--- config.mk ---
export PLATFORM = sky130hd
export DESIGN_NAME = waveform_min_max_decimator
export DESIGN_NICKNAME = d
export VERILOG_FILES = /design/src/hw/rtl/wmmd_pkg.sv /design/src/hw/rtl/wmmd_regs.sv /design/src/hw/rtl/wmmd_div.sv /design/src/hw/rtl/wmmd_ctrl.sv /design/src/hw/rtl/wmmd_dp.sv /design/src/hw/rtl/waveform_min_max_decimator.sv
export SDC_FILE = /design/constraint.sdc
export NUM_CORES = 1
export LEC_CHECK = 0
export BUFFER_PORTS_ARGS = -buffer_cell sky130_fd_sc_hd__buf_2
export CAP_MARGIN = 10
export CORE_MARGIN = 2
export CORE_UTILIZATION = 53
export DETAILED_ROUTE_END_ITERATION = 12
export PLACE_DENSITY = 0.71
export SETUP_SLACK_MARGIN = 0.05
export SLEW_MARGIN = 25
export SYNTH_ARGS = -nofsm -noshare
export SYNTH_HDL_FRONTEND = slang
export SYNTH_SLANG_ARGS = --single-unit
export TNS_END_PERCENT = 100
--- constraint.sdc ---
create_clock -name clk -period 15 [get_ports clk]
set_input_delay 3 -clock clk [delete_from_list [all_inputs] [get_ports clk]]
set_output_delay 3 -clock clk [all_outputs]
set_load 0.01 [all_outputs]
--- src/hw/rtl/wmmd_pkg.sv ---
// Shared types and constants of the waveform min/max decimator.
// Used by the register block, controller and datapath; no dependencies.
package wmmd_pkg;

  localparam int unsigned MAX_COLUMNS  = 4096;
  localparam int unsigned MAX_CHANNELS = 8;
  localparam int unsigned FRAME_W      = 24;
  localparam int unsigned COL_W        = 13;
  localparam int unsigned CHAN_W       = 4;
  localparam int unsigned FMT_W        = 3;
  localparam int unsigned CPOS_W       = 3;
  localparam int unsigned DIV_W        = 24;

  localparam logic [1:0] REG_TOTAL_FRAMES  = 2'd0;
  localparam logic [1:0] REG_COLUMN_TOTAL  = 2'd1;
  localparam logic [1:0] REG_CHANNEL_TOTAL = 2'd2;
  localparam logic [1:0] REG_SAMPLE_FORMAT = 2'd3;

  localparam logic [FMT_W-1:0] FMT_U8  = 3'd0;
  localparam logic [FMT_W-1:0] FMT_S16 = 3'd1;
  localparam logic [FMT_W-1:0] FMT_S32 = 3'd2;
  localparam logic [FMT_W-1:0] FMT_F32 = 3'd3;

  typedef struct packed {
    logic [FRAME_W-1:0] total_frames;
    logic [COL_W-1:0]   column_total;
    logic [CHAN_W-1:0]  channel_total;
    logic [FMT_W-1:0]   sample_format;
  } cfg_t;

  typedef struct packed {
    logic div_start;
    logic init;
    logic load;
    logic commit;
  } cmd_t;

  typedef struct packed {
    logic div_busy;
    logic emit;
    logic out_stall;
    logic out_valid;
  } stat_t;

endpackage

--- src/hw/rtl/wmmd_regs.sv ---
// Configuration registers of the min/max decimator behind an APB-style port.
// Depends on wmmd_pkg for the register map and the cfg_t struct.
module wmmd_regs (
  input  logic                clk,
  input  logic                rst,
  input  logic                psel,
  input  logic                penable,
  input  logic                pwrite,
  input  logic [3:0]          paddr,
  input  logic [31:0]         pwdata,
  output logic [31:0]         prdata,
  output logic                pready,
  output wmmd_pkg::cfg_t      cfg,
  output logic                cfg_wr
);

  logic wr;

  assign wr     = psel && penable && pwrite;
  assign pready = 1'b1;
  assign cfg_wr = wr;

  always_ff @(posedge clk) begin
    if (rst) begin
      cfg.total_frames  <= 24'd1;
      cfg.column_total  <= 13'd1;
      cfg.channel_total <= 4'd1;
      cfg.sample_format <= 3'd1;
    end else if (wr) begin
      case (paddr[3:2])
        wmmd_pkg::REG_TOTAL_FRAMES:  cfg.total_frames  <= pwdata[23:0];
        wmmd_pkg::REG_COLUMN_TOTAL:  cfg.column_total  <= pwdata[12:0];
        wmmd_pkg::REG_CHANNEL_TOTAL: cfg.channel_total <= pwdata[3:0];
        wmmd_pkg::REG_SAMPLE_FORMAT: cfg.sample_format <= pwdata[2:0];
        default: ;
      endcase
    end
  end

  always_comb begin
    case (paddr[3:2])
      wmmd_pkg::REG_TOTAL_FRAMES:  prdata = {8'd0, cfg.total_frames};
      wmmd_pkg::REG_COLUMN_TOTAL:  prdata = {19'd0, cfg.column_total};
      wmmd_pkg::REG_CHANNEL_TOTAL: prdata = {28'd0, cfg.channel_total};
      wmmd_pkg::REG_SAMPLE_FORMAT: prdata = {29'd0, cfg.sample_format};
      default:                     prdata = 32'd0;
    endcase
  end

endmodule

--- src/hw/rtl/wmmd_div.sv ---
// Restoring divider, one quotient bit per cycle; run on reset, cfg writes.
// Depends on wmmd_pkg for the operand width.
module wmmd_div (
  input  logic                          clk,
  input  logic                          rst,
  input  logic                          start,
  input  logic [wmmd_pkg::DIV_W-1:0]    dividend,
  input  logic [wmmd_pkg::DIV_W-1:0]    divisor,
  output logic                          busy,
  output logic [wmmd_pkg::DIV_W-1:0]    quotient,
  output logic [wmmd_pkg::DIV_W-1:0]    remainder
);

  localparam int unsigned W     = wmmd_pkg::DIV_W;
  localparam int unsigned CNT_W = $clog2(W);

  logic [CNT_W-1:0] count;
  logic [W-1:0]     quo;
  logic [W-1:0]     rem;
  logic [W-1:0]     dvs;
  logic [W:0]       shifted;
  logic [W:0]       trial;

  assign shifted   = {rem, quo[W-1]};
  assign trial     = shifted - {1'b0, dvs};
  assign quotient  = quo;
  assign remainder = rem;

  always_ff @(posedge clk) begin
    if (rst) begin
      busy  <= 1'b0;
      count <= '0;
    end else if (start) begin
      busy  <= 1'b1;
      count <= '0;
      quo   <= dividend;
      rem   <= '0;
      dvs   <= divisor;
    end else if (busy) begin
      if (!trial[W]) begin
        rem <= trial[W-1:0];
        quo <= {quo[W-2:0], 1'b1};
      end else begin
        rem <= shifted[W-1:0];
        quo <= {quo[W-2:0], 1'b0};
      end
      count <= count + 1'b1;
      if (count == CNT_W'(W - 1)) begin
        busy <= 1'b0;
      end
    end
  end

endmodule

--- src/hw/rtl/wmmd_ctrl.sv ---
// Controller of the min/max decimator: divider setup, item accept, update.
// Depends on wmmd_pkg for the command and status structs.
module wmmd_ctrl (
  input  logic             clk,
  input  logic             rst,
  input  logic             cfg_wr,
  input  logic             s_tvalid,
  output logic             s_tready,
  input  wmmd_pkg::stat_t  stat,
  output wmmd_pkg::cmd_t   cmd
);

  typedef enum logic [1:0] {ST_DIV, ST_WAIT, ST_IDLE, ST_PROC} state_t;

  state_t state;
  state_t state_next;

  assign s_tready = (state == ST_IDLE);

  always_comb begin
    cmd           = '0;
    cmd.div_start = (state == ST_DIV);
    cmd.init      = (state == ST_WAIT) && !stat.div_busy;
    cmd.load      = (state == ST_IDLE) && s_tvalid;
    cmd.commit    = (state == ST_PROC) && !(stat.emit && stat.out_stall);
  end

  always_comb begin
    state_next = state;
    case (state)
      ST_DIV:  state_next = ST_WAIT;
      ST_WAIT: if (!stat.div_busy) state_next = ST_IDLE;
      ST_IDLE: if (s_tvalid) state_next = ST_PROC;
      ST_PROC: if (cmd.commit) state_next = ST_IDLE;
      default: state_next = ST_DIV;
    endcase
    if (cfg_wr) begin
      state_next = ST_DIV;
    end
  end

  always_ff @(posedge clk) begin
    if (rst) begin
      state <= ST_DIV;
    end else begin
      state <= state_next;
    end
  end

  a_div_runs: assert property (@(posedge clk) disable iff (rst)
    cmd.div_start |=> stat.div_busy)
    else $error("divider not running after start");

  a_load_after_setup: assert property (@(posedge clk) disable iff (rst)
    cmd.load |-> !stat.div_busy)
    else $error("word accepted while boundary setup still running");

  a_emit_lands: assert property (@(posedge clk) disable iff (rst)
    cmd.commit && stat.emit |=> stat.out_valid)
    else $error("emitted peak pair not held in output register");

endmodule

--- src/hw/rtl/wmmd_dp.sv ---
// Datapath of the min/max decimator: normalization, running min/max,
// column boundary stepper, divider and output register. Uses wmmd_pkg, wmmd_div.
module wmmd_dp (
  input  logic             clk,
  input  logic             rst,
  input  wmmd_pkg::cfg_t   cfg,
  input  wmmd_pkg::cmd_t   cmd,
  output wmmd_pkg::stat_t  stat,
  input  logic [31:0]      s_tdata,
  output logic             m_tvalid,
  input  logic             m_tready,
  output logic [95:0]      m_tdata,
  output logic             m_tlast
);

  localparam int unsigned FW = wmmd_pkg::FRAME_W;
  localparam int unsigned CW = wmmd_pkg::COL_W;
  localparam int unsigned PW = wmmd_pkg::CPOS_W;
  localparam logic signed [31:0] Q31_MAX = 32'sh7FFF_FFFF;
  localparam logic signed [31:0] Q31_MIN = 32'sh8000_0000;

  function automatic logic signed [31:0] norm_sample(input logic [31:0] w,
                                                      input logic [2:0] fmt);
    logic [7:0]  ex;
    logic [31:0] full;
    logic [31:0] mag;
    logic [31:0] fq;
    logic [2:0]  lsh;
    logic [4:0]  rsh;
    ex   = w[30:23];
    full = {8'd0, 1'b1, w[22:0]};
    lsh  = 3'(ex - 8'd119);
    rsh  = 5'(8'd119 - ex);
    mag  = '0;
    if (ex >= 8'd119) mag = full << lsh;
    else if (ex > 8'd95) mag = full >> rsh;
    if (ex == 8'hFF && w[22:0] != 23'd0) fq = 32'd0;
    else if (ex >= 8'd127) fq = w[31] ? 32'h8000_0000 : 32'h7FFF_FFFF;
    else fq = w[31] ? (32'd0 - mag) : mag;
    case (fmt)
      wmmd_pkg::FMT_U8:  norm_sample = {~w[7], w[6:0], 24'd0};
      wmmd_pkg::FMT_S16: norm_sample = {w[15:0], 16'd0};
      wmmd_pkg::FMT_S32: norm_sample = w;
      wmmd_pkg::FMT_F32: norm_sample = fq;
      default:           norm_sample = 32'sd0;
    endcase
  endfunction

  logic [FW-1:0]  f_eff;
  logic [CW-1:0]  c_eff;
  logic [3:0]     ch_eff;
  logic           mode_b;
  logic [FW-1:0]  div_dividend;
  logic [FW-1:0]  div_divisor;
  logic [FW-1:0]  dq;
  logic [FW-1:0]  dr;
  logic           div_busy;

  logic signed [31:0] sample;
  logic signed [31:0] run_min;
  logic signed [31:0] run_max;
  logic signed [31:0] new_min;
  logic signed [31:0] new_max;
  logic [PW-1:0]  chan;
  logic [FW-1:0]  frame;
  logic [CW-1:0]  col;
  logic [FW-1:0]  bnd;
  logic [FW-1:0]  racc;

  logic           last_chan;
  logic           emit;
  logic [CW-1:0]  nxt_col;
  logic [CW-1:0]  run;
  logic           last;
  logic           restart;
  logic           advance;
  logic [FW-1:0]  bnd_base;
  logic [FW-1:0]  rem_base;
  logic [FW:0]    a_sum;
  logic           a_wrap;
  logic           b_wrap;
  logic           carry;
  logic [FW-1:0]  rem_step;
  logic [FW-1:0]  bnd_step;

  logic [11:0]        out_first;
  logic [CW-1:0]      out_run;
  logic signed [31:0] out_min;
  logic signed [31:0] out_max;

  always_comb begin
    f_eff = (cfg.total_frames == '0) ? FW'(1) : cfg.total_frames;
    if (cfg.column_total == '0) c_eff = CW'(1);
    else if (cfg.column_total > CW'(wmmd_pkg::MAX_COLUMNS)) c_eff = CW'(wmmd_pkg::MAX_COLUMNS);
    else c_eff = cfg.column_total;
    if (cfg.channel_total == '0) ch_eff = 4'd1;
    else if (cfg.channel_total > 4'(wmmd_pkg::MAX_CHANNELS)) ch_eff = 4'(wmmd_pkg::MAX_CHANNELS);
    else ch_eff = cfg.channel_total;
  end

  // more columns than frames: step the column boundary per frame instead
  assign mode_b       = FW'(c_eff) > f_eff;
  assign div_dividend = mode_b ? FW'(c_eff) : f_eff;
  assign div_divisor  = mode_b ? f_eff : FW'(c_eff);

  wmmd_div u_div (
    .clk       (clk),
    .rst       (rst),
    .start     (cmd.div_start),
    .dividend  (div_dividend),
    .divisor   (div_divisor),
    .busy      (div_busy),
    .quotient  (dq),
    .remainder (dr)
  );

  assign new_min   = (sample < run_min) ? sample : run_min;
  assign new_max   = (sample > run_max) ? sample : run_max;
  assign last_chan = ({1'b0, chan} + 4'd1) == ch_eff;
  assign emit      = last_chan && (mode_b || ((frame + 1'b1) == bnd));
  assign nxt_col   = mode_b ? bnd[CW-1:0] : (col + 1'b1);
  assign run       = nxt_col - col;
  assign last      = nxt_col >= c_eff;
  assign restart   = cmd.init || (cmd.commit && emit && last);
  assign advance   = cmd.commit && emit && !last;

  // boundary stepper: floor((c+1)F/C) or ceil((s+1)C/F) by add and compare
  always_comb begin
    bnd_base = restart ? '0 : bnd;
    rem_base = restart ? '0 : racc;
    a_sum    = {1'b0, rem_base} + {1'b0, dr};
    a_wrap   = a_sum >= {1'b0, div_divisor};
    b_wrap   = dr > rem_base;
    carry    = mode_b ? b_wrap : a_wrap;
    if (mode_b) begin
      rem_step = b_wrap ? (rem_base + div_divisor - dr) : (rem_base - dr);
    end else begin
      rem_step = a_wrap ? FW'(a_sum - {1'b0, div_divisor}) : a_sum[FW-1:0];
    end
    bnd_step = bnd_base + dq + FW'(carry);
  end

  always_ff @(posedge clk) begin
    if (cmd.load) begin
      sample <= norm_sample(s_tdata, cfg.sample_format);
    end
    if (restart) begin
      chan    <= '0;
      frame   <= '0;
      col     <= '0;
      run_min <= Q31_MAX;
      run_max <= Q31_MIN;
      bnd     <= bnd_step;
      racc    <= rem_step;
    end else if (cmd.commit) begin
      if (!last_chan) begin
        chan    <= chan + 1'b1;
        run_min <= new_min;
        run_max <= new_max;
      end else begin
        chan  <= '0;
        frame <= frame + 1'b1;
        if (advance) begin
          col     <= nxt_col;
          run_min <= Q31_MAX;
          run_max <= Q31_MIN;
          bnd     <= bnd_step;
          racc    <= rem_step;
        end else begin
          run_min <= new_min;
          run_max <= new_max;
        end
      end
    end
  end

  always_ff @(posedge clk) begin
    if (rst) begin
      m_tvalid <= 1'b0;
    end else if (cmd.commit && emit) begin
      m_tvalid <= 1'b1;
    end else if (m_tready) begin
      m_tvalid <= 1'b0;
    end
  end

  always_ff @(posedge clk) begin
    if (cmd.commit && emit) begin
      out_first <= col[11:0];
      out_run   <= run;
      out_min   <= new_min;
      out_max   <= new_max;
      m_tlast   <= last;
    end
  end

  assign m_tdata = {7'd0, out_max, out_min, out_run, out_first};

  always_comb begin
    stat           = '0;
    stat.div_busy  = div_busy;
    stat.emit      = emit;
    stat.out_stall = m_tvalid && !m_tready;
    stat.out_valid = m_tvalid;
  end

  a_peak_order: assert property (@(posedge clk) disable iff (rst)
    m_tvalid |-> (out_min <= out_max))
    else $error("peak pair out of order");

  a_run_nonzero: assert property (@(posedge clk) disable iff (rst)
    m_tvalid |-> (out_run != '0))
    else $error("empty column run emitted");

endmodule

--- src/hw/rtl/waveform_min_max_decimator.sv ---
// Waveform min/max decimator, top level.
// Instantiates wmmd_regs, wmmd_ctrl and wmmd_dp; types from wmmd_pkg.
//
// Samples enter on the s_axis channel, one interleaved channel word per
// transfer. Each column run of the clip yields one peak word on m_axis carrying
// first column, column run, min and max (Q1.31); tlast marks the word that
// reaches the last column, after which the next sample starts a new clip.
// The user must write registers via the APB port only while the block is idle.
// The block itself does not enforce this.
// Each sample passes an accept state, then an update state through the min/max
// compare and the column boundary stepper; the next sample is taken only after
// the update. A peak word is loaded into the output register in the update
// state of the sample that closes the column.
// After reset and after every register write the 24-step divider computes
// the boundary increments; s_axis_tready stays low until the divider is done.
// The output register lets the next sample in while a word waits; a sample
// that closes a column holds in the update cycle until the previous word
// is taken.
module waveform_min_max_decimator (
  input  logic        clk,
  input  logic        rst,
  input  logic        s_axis_tvalid,
  output logic        s_axis_tready,
  input  logic [31:0] s_axis_tdata,   // [31:0] sample_bits
  output logic        m_axis_tvalid,
  input  logic        m_axis_tready,
  output logic [95:0] m_axis_tdata,   // [11:0] first_column, [24:12] column_run,
                                      // [56:25] peak_min, [88:57] peak_max, zero fill
  output logic        m_axis_tlast,   // final_column
  input  logic        psel,
  input  logic        penable,
  input  logic        pwrite,
  input  logic [3:0]  paddr,
  input  logic [31:0] pwdata,
  output logic [31:0] prdata,
  output logic        pready
);

  wmmd_pkg::cfg_t  cfg;
  wmmd_pkg::cmd_t  cmd;
  wmmd_pkg::stat_t stat;
  logic            cfg_wr;

  wmmd_regs u_regs (
    .clk     (clk),
    .rst     (rst),
    .psel    (psel),
    .penable (penable),
    .pwrite  (pwrite),
    .paddr   (paddr),
    .pwdata  (pwdata),
    .prdata  (prdata),
    .pready  (pready),
    .cfg     (cfg),
    .cfg_wr  (cfg_wr)
  );

  wmmd_ctrl u_ctrl (
    .clk      (clk),
    .rst      (rst),
    .cfg_wr   (cfg_wr),
    .s_tvalid (s_axis_tvalid),
    .s_tready (s_axis_tready),
    .stat     (stat),
    .cmd      (cmd)
  );

  wmmd_dp u_dp (
    .clk      (clk),
    .rst      (rst),
    .cfg      (cfg),
    .cmd      (cmd),
    .stat     (stat),
    .s_tdata  (s_axis_tdata),
    .m_tvalid (m_axis_tvalid),
    .m_tready (m_axis_tready),
    .m_tdata  (m_axis_tdata),
    .m_tlast  (m_axis_tlast)
  );

endmodule

==> results.tsv, run 1 <==
stage	metric	value	unit
outcome	status	completed	
critical_path	data required time of the worst path	15.34	ns
floorplan	Initial Utilization	0.535	
flow_run	Max-Cap Viols	0	
finish	fill cell count	5460	
floorplan	IO Pins	207	
critical_path	CP bufs+invs	4	
yosys	ys async rst share	0	
drt	residual DRC count	0	
drt	1st-pass router iterations	5	
floorplan	chip height	250	µm
yosys	predominant post-synthesis flop cell	edfxtp_1	
critical_path	worst reg2reg setup slack	1.63	ns
yosys	area leader, netlist	edfxtp_1	
yosys	XOR/XNOR Fraction of Synth Area	0.0493	
worst_hold_path	hold depth	2	
yosys	Yosys cell types	93	
clock_network	total CTS buffers	46	
timing	Fin. Hold Viols	0	
timing	Worst slew margin	0.293	
grt	first-pass GRT wire length	141000	µm
clock_network	CTS clk-pin slew, worst paths	0.06	ns
critical_path	reg2reg end	u_dp.bnd[22]	
critical_path	Worst path max stage delay	0.59	ns
clock_network	post_cts resized	0	
critical_path	cells on worst reg2reg path	55	
yosys	number of synthesized register bits	399	
grt	vias in the first global route	25700	
floorplan	num rows	90	
drt	Avg WL per Cell	19.1	µm
critical_path	crit-path max FO	62	
drt	Initial DRC Count	2256	
floorplan	core area	60100	µm²
critical_path	Crit path max-delay family	compound AO/OA/AOI/OAI gates	
yosys	mapped cell area	32100	µm²
yosys	combinational family with the most area after synthesis	simple AND/OR/NAND/NOR gates	
place	routability cong.	0.963	
clock_network	cts hold-fix bufs	0	
pwr	Final Power	0.00612	W
finish	Post-layout nets	4164	
yosys	adder-cell share of the synthesized area	0.116	
pwr	pwr dens	174	nW/µm²
yosys	top cells by area, synth	edfxtp_1, dfxtp_1, ha_1, nand2_1, a21oi_1	
drt	ANT nets after route	0	
critical_path	type of element capturing the critical path	register	
timing	Max Freq	74.8	MHz
yosys	mux cell area share after synthesis	0.0776	
finish	Layout Utilization	0.585	
clock_network	postcts setup bufs	0	
timing	Worst Tran Pin Value	1.06	ns
finish	share of cells above drive strength 1	0.112	
timing	Period Utilization, post-route	0.891	
yosys	Synth Area in Compound Gates	0.185	
timing	shortest period the worst path allows	13.37	ns
yosys	Syn Area/Cell	8.65	µm²
pwr	LEAKAGE	14.7	nW
grt	pin count of the biggest net entering global routing	66	
drt	Post-Route WL	88700	µm
timing	Final setup viols	0	
clock_network	later-pin clock latency in the skew report	0.60	ns
worst_hold_path	hold wc startpoint	u_dp.chan[1]	
yosys	Synth Area in Simple Gates	0.185	
critical_path	Worst path slowest cell	buf_4	
clock_network	H-tree depth	2	
place	hpwl dp	65000	µm
critical_path	CP startpoint kind	register	
floorplan	Die Wd	250	µm
yosys	Syn Inst Count	3716	
finish	area grow syn2layout	9.48	%
critical_path	origin of the worst setup path	u_regs.cfg[33]	
yosys	sequential cell area fraction in the yosys report	0.324	
timing	Clock Skew	0.0428	ns
timing	setup tns final	0	ns
timing	Final Slew Violations	0	
floorplan	die area	62600	µm²
grt	initial antenna violation count	9	
clock_network	CTS root buffer	clkbuf_16	
critical_path	Worst R2R Start	u_regs.cfg[33]	
place	PortBufs	180	
yosys	top-area cell type share of the netlist area	0.226	
drt	vias per cell	5.99	
clock_network	CTS tree	built	
clock_network	clk buf depth	3	
grt	Total GRT Usage	0.278	
pwr	worst vdd ir	0.000153	V
clock_network	CTS Sinks	399	
worst_hold_path	Hold WC Path Type	register to register	
critical_path	kind of critical path	register to register	
timing	unrepaired setup endpoints after global routing	no	
worst_hold_path	Hold Path Sink	u_dp.chan[1]	
yosys	synthesis warning total	0	
yosys	Post-synth EDFFs	242	
critical_path	critical path arrival	13.71	ns
drt	vias	27700	
grt	GR Overflow Total	0	
[worst max-delay path by stage]
stage / endpoint / slack [ns] / cells past startpoint
floorplan: u_dp.bnd[23] / 3.10 / 58
global placement: u_dp.bnd[23] / 1.93 / 55
detailed placement: u_dp.bnd[23] / 1.90 / 55
CTS: u_dp.bnd[22] / 1.80 / 55
global route: u_dp.bnd[22] / 0.51 / 55
finish: u_dp.bnd[22] / 1.63 / 55
[stage by stage]
step | area [µm²] | worst slack [ns] | instances | hold slack [ns]
6_report | 35200 | 1.63 | 4631 | 0.487
5_1_grt | 35200 | 0.513 | 4629 | 0.503
4_1_cts | 35200 | 1.80 | 4628 | 0.483
3_5_place_dp | 33600 | 1.90 | 4542 | 0.475
3_3_place_gp | 33600 | 1.93 | 4542 | 0.463
2_1_floorplan | 32300 | 3.10 | 3762 | 0.449
[layout make-up]
class / count / area [µm²] / area share
multi-input cells: 2869 / 20000 / 0.568
repair buffers: 221 / 1210 / 0.0343
flip-flops and latches: 399 / 10400 / 0.296
clock inverters: 33 / 383 / 0.0109
inverters: 271 / 1020 / 0.0289
diodes: 3 / 7.51 / 0.000213
well taps: 782 / 978 / 0.0278
clock buffers: 53 / 1190 / 0.0337
[sequential cells by signal, summed over array words and instances (netlist names), 3 cells and up]
| name | cells |
|---|---|
| u_dp.bnd | 24 |
| u_dp.out_min | 32 |
| u_regs.cfg | 44 |
| u_dp.u_div.count | 5 |
| u_dp.u_div.quotient | 24 |
| u_dp.racc | 24 |
| u_dp.run_max | 32 |
| u_dp.out_run | 13 |
| u_dp.out_first | 12 |
| u_dp.u_div.dvs | 24 |
| u_dp.out_max | 32 |
| u_dp.col | 13 |
| u_dp.u_div.remainder | 24 |
| u_dp.sample | 32 |
| u_dp.run_min | 32 |
| u_dp.chan | 3 |
| u_dp.frame | 24 |
[placed cells by master (no fill, tap or decap), types with 50 or more instances in the layout]
cell type,instances
edfxtp_1,242
o21ai_0,169
nor2_1,312
buf_2,180
dfxtp_1,157
nand3_1,56
o211ai_1,50
xnor2_1,128
ha_1,251
a21oi_1,277
and2_1,77
inv_1,269
xor2_1,52
nor3_1,73
nand2_1,417
nand4_1,64
mux2i_1,121
[synthesized netlist by cell type (27+ instances only)]
master and instances:
a21o_1 48, nor2_1 316, mux2_2 27, clkbuf_1 159, edfxtp_1 242, o31ai_1 43
mux2i_1 122, o21ai_0 170, a21oi_1 279, inv_1 270, nand2_1 418, o211ai_1 50
nand3_1 56, nand2b_1 39, mux4_2 43, dfxtp_1 157, a22oi_1 45, nand4_1 64
nor2b_1 51, a31oi_1 27, ha_1 251, xor2_1 52, fa_1 30, xnor2_1 129
nor4_1 34, and2_1 77, nor3_1 73, o21a_1 30, a211oi_1 38
[cells by family (layout without fill, tap and decap cells)]
group	Yosys count	after routing
AO/OA/AOI/OAI	920	920
XOR/XNOR	181	181
other	2	51
buffers and inverters	494	578
adder cells (fa/ha/maj)	281	281
multiplexers	192	192
flip-flops	399	399
AND/OR/NAND/NOR	1247	1247
[routing by layer]
| metal | up-vias | global-route usage | wire, µm |
|---|---|---|---|
| met5 | - | 0 | 37 |
| met3 | 149 | 0.0390 | 6670 |
| met2 | 992 | 0.437 | 39500 |
| li1 | 13500 | - | - |
| met1 | 13100 | 0.402 | 40400 |
| met4 | 8 | 0.0731 | 2120 |
[where the power goes]
group	switching (W)	internal [W]	leakage (nW)
Combinational	0.00205	0.00142	10.4
Sequential	0.000105	0.00139	3.56
Clock	0.000496	0.000668	0.753
[worst register-to-register path, delay by kind of cell (launching register included)]
family,cells,cell delay (ns)
AO/OA/AOI/OAI,24,6.21
AND/OR/NAND/NOR,20,3.39
adder cells (fa/ha/maj),6,1.94
buffers and inverters,4,1.11
flip-flops,1,0.34
XOR/XNOR,1,0.12
Power figures use the tool's default switching activity.
==> run 2: changes to the inputs <==
- SYNTH_HIERARCHICAL: unset -> 1
- TNS_END_PERCENT: 100 -> unset
==> results.tsv, run 2 <==
stage	metric	value	unit	change
outcome	status	completed		unchanged
timing	setup tns final	0	ns	unchanged
timing	shortest period the worst path allows	13.24	ns	was 13.37 ns
grt	Total GRT Usage	0.274		was 0.278
clock_network	CTS Sinks	399		unchanged
critical_path	CP bufs+invs	5		was 4
finish	most frequent cells in the layout	nand2_1, inv_1, nor2_1, ha_1, edfxtp_1		was nand2_1, nor2_1, a21oi_1, inv_1, ha_1
pwr	Logic pwr share	0.583		was 0.566
finish	share of cells above drive strength 1	0.111		was 0.112
clock_network	post_cts resized	0		unchanged
critical_path	Worst path slowest cell	a31oi_4		was buf_4
clock_network	CTS root buffer	clkbuf_16		unchanged
finish	Layout Utilization	0.582		was 0.585
finish	Post-layout nets	4071		was 4164
timing	hold slack final	0.477	ns	was 0.487 ns
floorplan	chip height	251	µm	was 250 µm
place	PortBufs	180		unchanged
finish	most common cell after layout, fill and taps aside	nand2_1		unchanged
floorplan	core area	60200	µm²	was 60100 µm²
drt	metal2 WL	38700	µm	was 39500 µm
pwr	pwr dens	182	nW/µm²	was 174 nW/µm²
critical_path	most used cell, CP	ha_1		
drt	residual DRC count	0		unchanged
floorplan	Initial Utilization	0.535		about the same
floorplan	Die Wd	251	µm	was 250 µm
floorplan	die area	62800	µm²	was 62600 µm²
pwr	Clk network pwr share	0.180		was 0.190
timing	Final Slew Violations	0		unchanged
finish	fill cell count	5305		was 5460
finish	most flop-heavy register	u_regs/cfg		was u_regs.cfg
pwr	Flop pwr share	0.238		was 0.244
timing	unrepaired setup endpoints after global routing	no		unchanged
timing	Period Utilization, post-route	0.883		was 0.891
critical_path	crit-path max FO	26		was 62
critical_path	CP startpoint kind	register		unchanged
drt	Avg WL per Cell	19.4	µm	was 19.1 µm
timing	Max Freq	75.5	MHz	was 74.8 MHz
timing	Worst Tran Pin Value	1.04	ns	was 1.06 ns
clock_network	cts hold-fix bufs	0		unchanged
critical_path	Worst path max stage delay	0.80	ns	was 0.59 ns
drt	WL met3	6420	µm	was 6670 µm
critical_path	Crit path max-delay family	compound AO/OA/AOI/OAI gates		unchanged
critical_path	type of element capturing the critical path	register		unchanged
grt	GR Overflow Total	0		unchanged
drt	Initial DRC Count	2483		was 2256
yosys	Syn Area/Cell	8.82	µm²	was 8.65 µm²
timing	Final setup viols	0		unchanged
clock_network	CTS clk-pin slew, worst paths	0.06	ns	about the same
clock_network	CTS tree	built		unchanged
floorplan	num rows	90		unchanged
floorplan	IO Pins	207		unchanged
grt	pin count of the biggest net entering global routing	78		was 66
worst_hold_path	Hold WC Path Type	register to register		unchanged
clock_network	H-tree depth	2		unchanged
critical_path	data required time of the worst path	15.36	ns	was 15.34 ns
timing	Worst slew margin	0.302		was 0.293
pwr	sw frac	0.442		was 0.433
finish	final instance area	35100	µm²	was 35200 µm²
pwr	worst vdd ir	0.000157	V	was 0.000153 V
clock_network	postcts setup bufs	0		unchanged
pwr	Power Internal	0.00356	W	was 0.00347 W
finish	area grow syn2layout	8.83	%	was 9.48%
place	hpwl dp	64700	µm	was 65000 µm
pwr	LEAKAGE	15.0	nW	was 14.7 nW
pwr	Psw	0.00282	W	was 0.00265 W
drt	Top Layer Used	met5		unchanged
yosys	mapped cell area	32200	µm²	was 32100 µm²
grt	initial antenna violation count	5		was 9
place	Post-DP Area	33500	µm²	was 33600 µm²
drt	Post-Route WL	87800	µm	was 88700 µm
critical_path	critical path arrival	13.60	ns	was 13.71 ns
drt	vias	27200		was 27700
drt	WL met1	39600	µm	was 40400 µm
drt	vias per cell	5.99		about the same
yosys	Syn Inst Count	3654		was 3716
clock_network	clk buf depth	3		unchanged
place	routability cong.	0.962		was 0.963
flow_run	Max-Cap Viols	0		unchanged
drt	ANT nets after route	0		unchanged
finish	non-filler cells, final	4536		was 4631
critical_path	kind of critical path	register to register		unchanged
yosys	synthesis warning total	6		was 0
timing	Fin. Hold Viols	0		unchanged
drt	1st-pass router iterations	6		was 5
place	Post-Place Cells	4450		was 4542
grt	first-pass GRT wire length	138000	µm	was 141000 µm
grt	vias in the first global route	25200		was 25700
finish	max FFs per register	44		unchanged
clock_network	later-pin clock latency in the skew report	0.60	ns	about the same
clock_network	total CTS buffers	45		was 46
timing	Clock Skew	0.0358	ns	was 0.0428 ns
==> run 2: layer usage <==
layer  vias up  track usage
met5         -            0
met4         4        0.102
met3       195       0.0389
met2       979        0.427
met1     12800        0.388
li1      13200            -
==> run 2: path summary, 6_finish.rpt <==
| kind | from | to | slack [ns] | cells past startpoint |
|---|---|---|---|---|
| min | u_dp/run_max[2] | u_dp/run_max[2] | 0.48 | 1 |
| min reg2reg | u_dp/run_max[2] | u_dp/run_max[2] | 0.48 | 1 |
| max | u_regs/cfg[8] | u_dp/bnd[20] | 1.76 | 52 |
| max reg2reg | u_regs/cfg[8] | u_dp/bnd[20] | 1.76 | 52 |
==> run 2: power groups by stage <==
stage | Sequential [W] | Combinational [W] | Clock [W]
final | 0.00152 | 0.00372 | 0.00115
after floorplan | 0.00150 | 0.00280 | 0
after global routing | 0.00153 | 0.00411 | 0.00121
after detailed placement | 0.00154 | 0.00363 | 0
after global placement | 0.00154 | 0.00358 | 0
after CTS | 0.00152 | 0.00366 | 0.00117
==> run 2: layout make-up <==
cell class,count,area [µm²],area share
clock inverters,31,370,0.0106
repair buffers,210,1130,0.0321
flip-flops and latches,399,10400,0.297
clock buffers,52,1170,0.0335
multi-input cells,2770,19900,0.568
well taps,782,978,0.0279
diodes,3,7.51,0.000214
inverters,289,1090,0.0310
==> run 2: metrics by stage <==
step / worst slack [ns] / total power, W
after global placement: 2.09 / 0.00512
final: 1.76 / 0.00638
after global routing: 0.793 / 0.00685
after CTS: 2.08 / 0.00634
after detailed placement: 2.09 / 0.00517
after floorplan: 3.51 / 0.00430
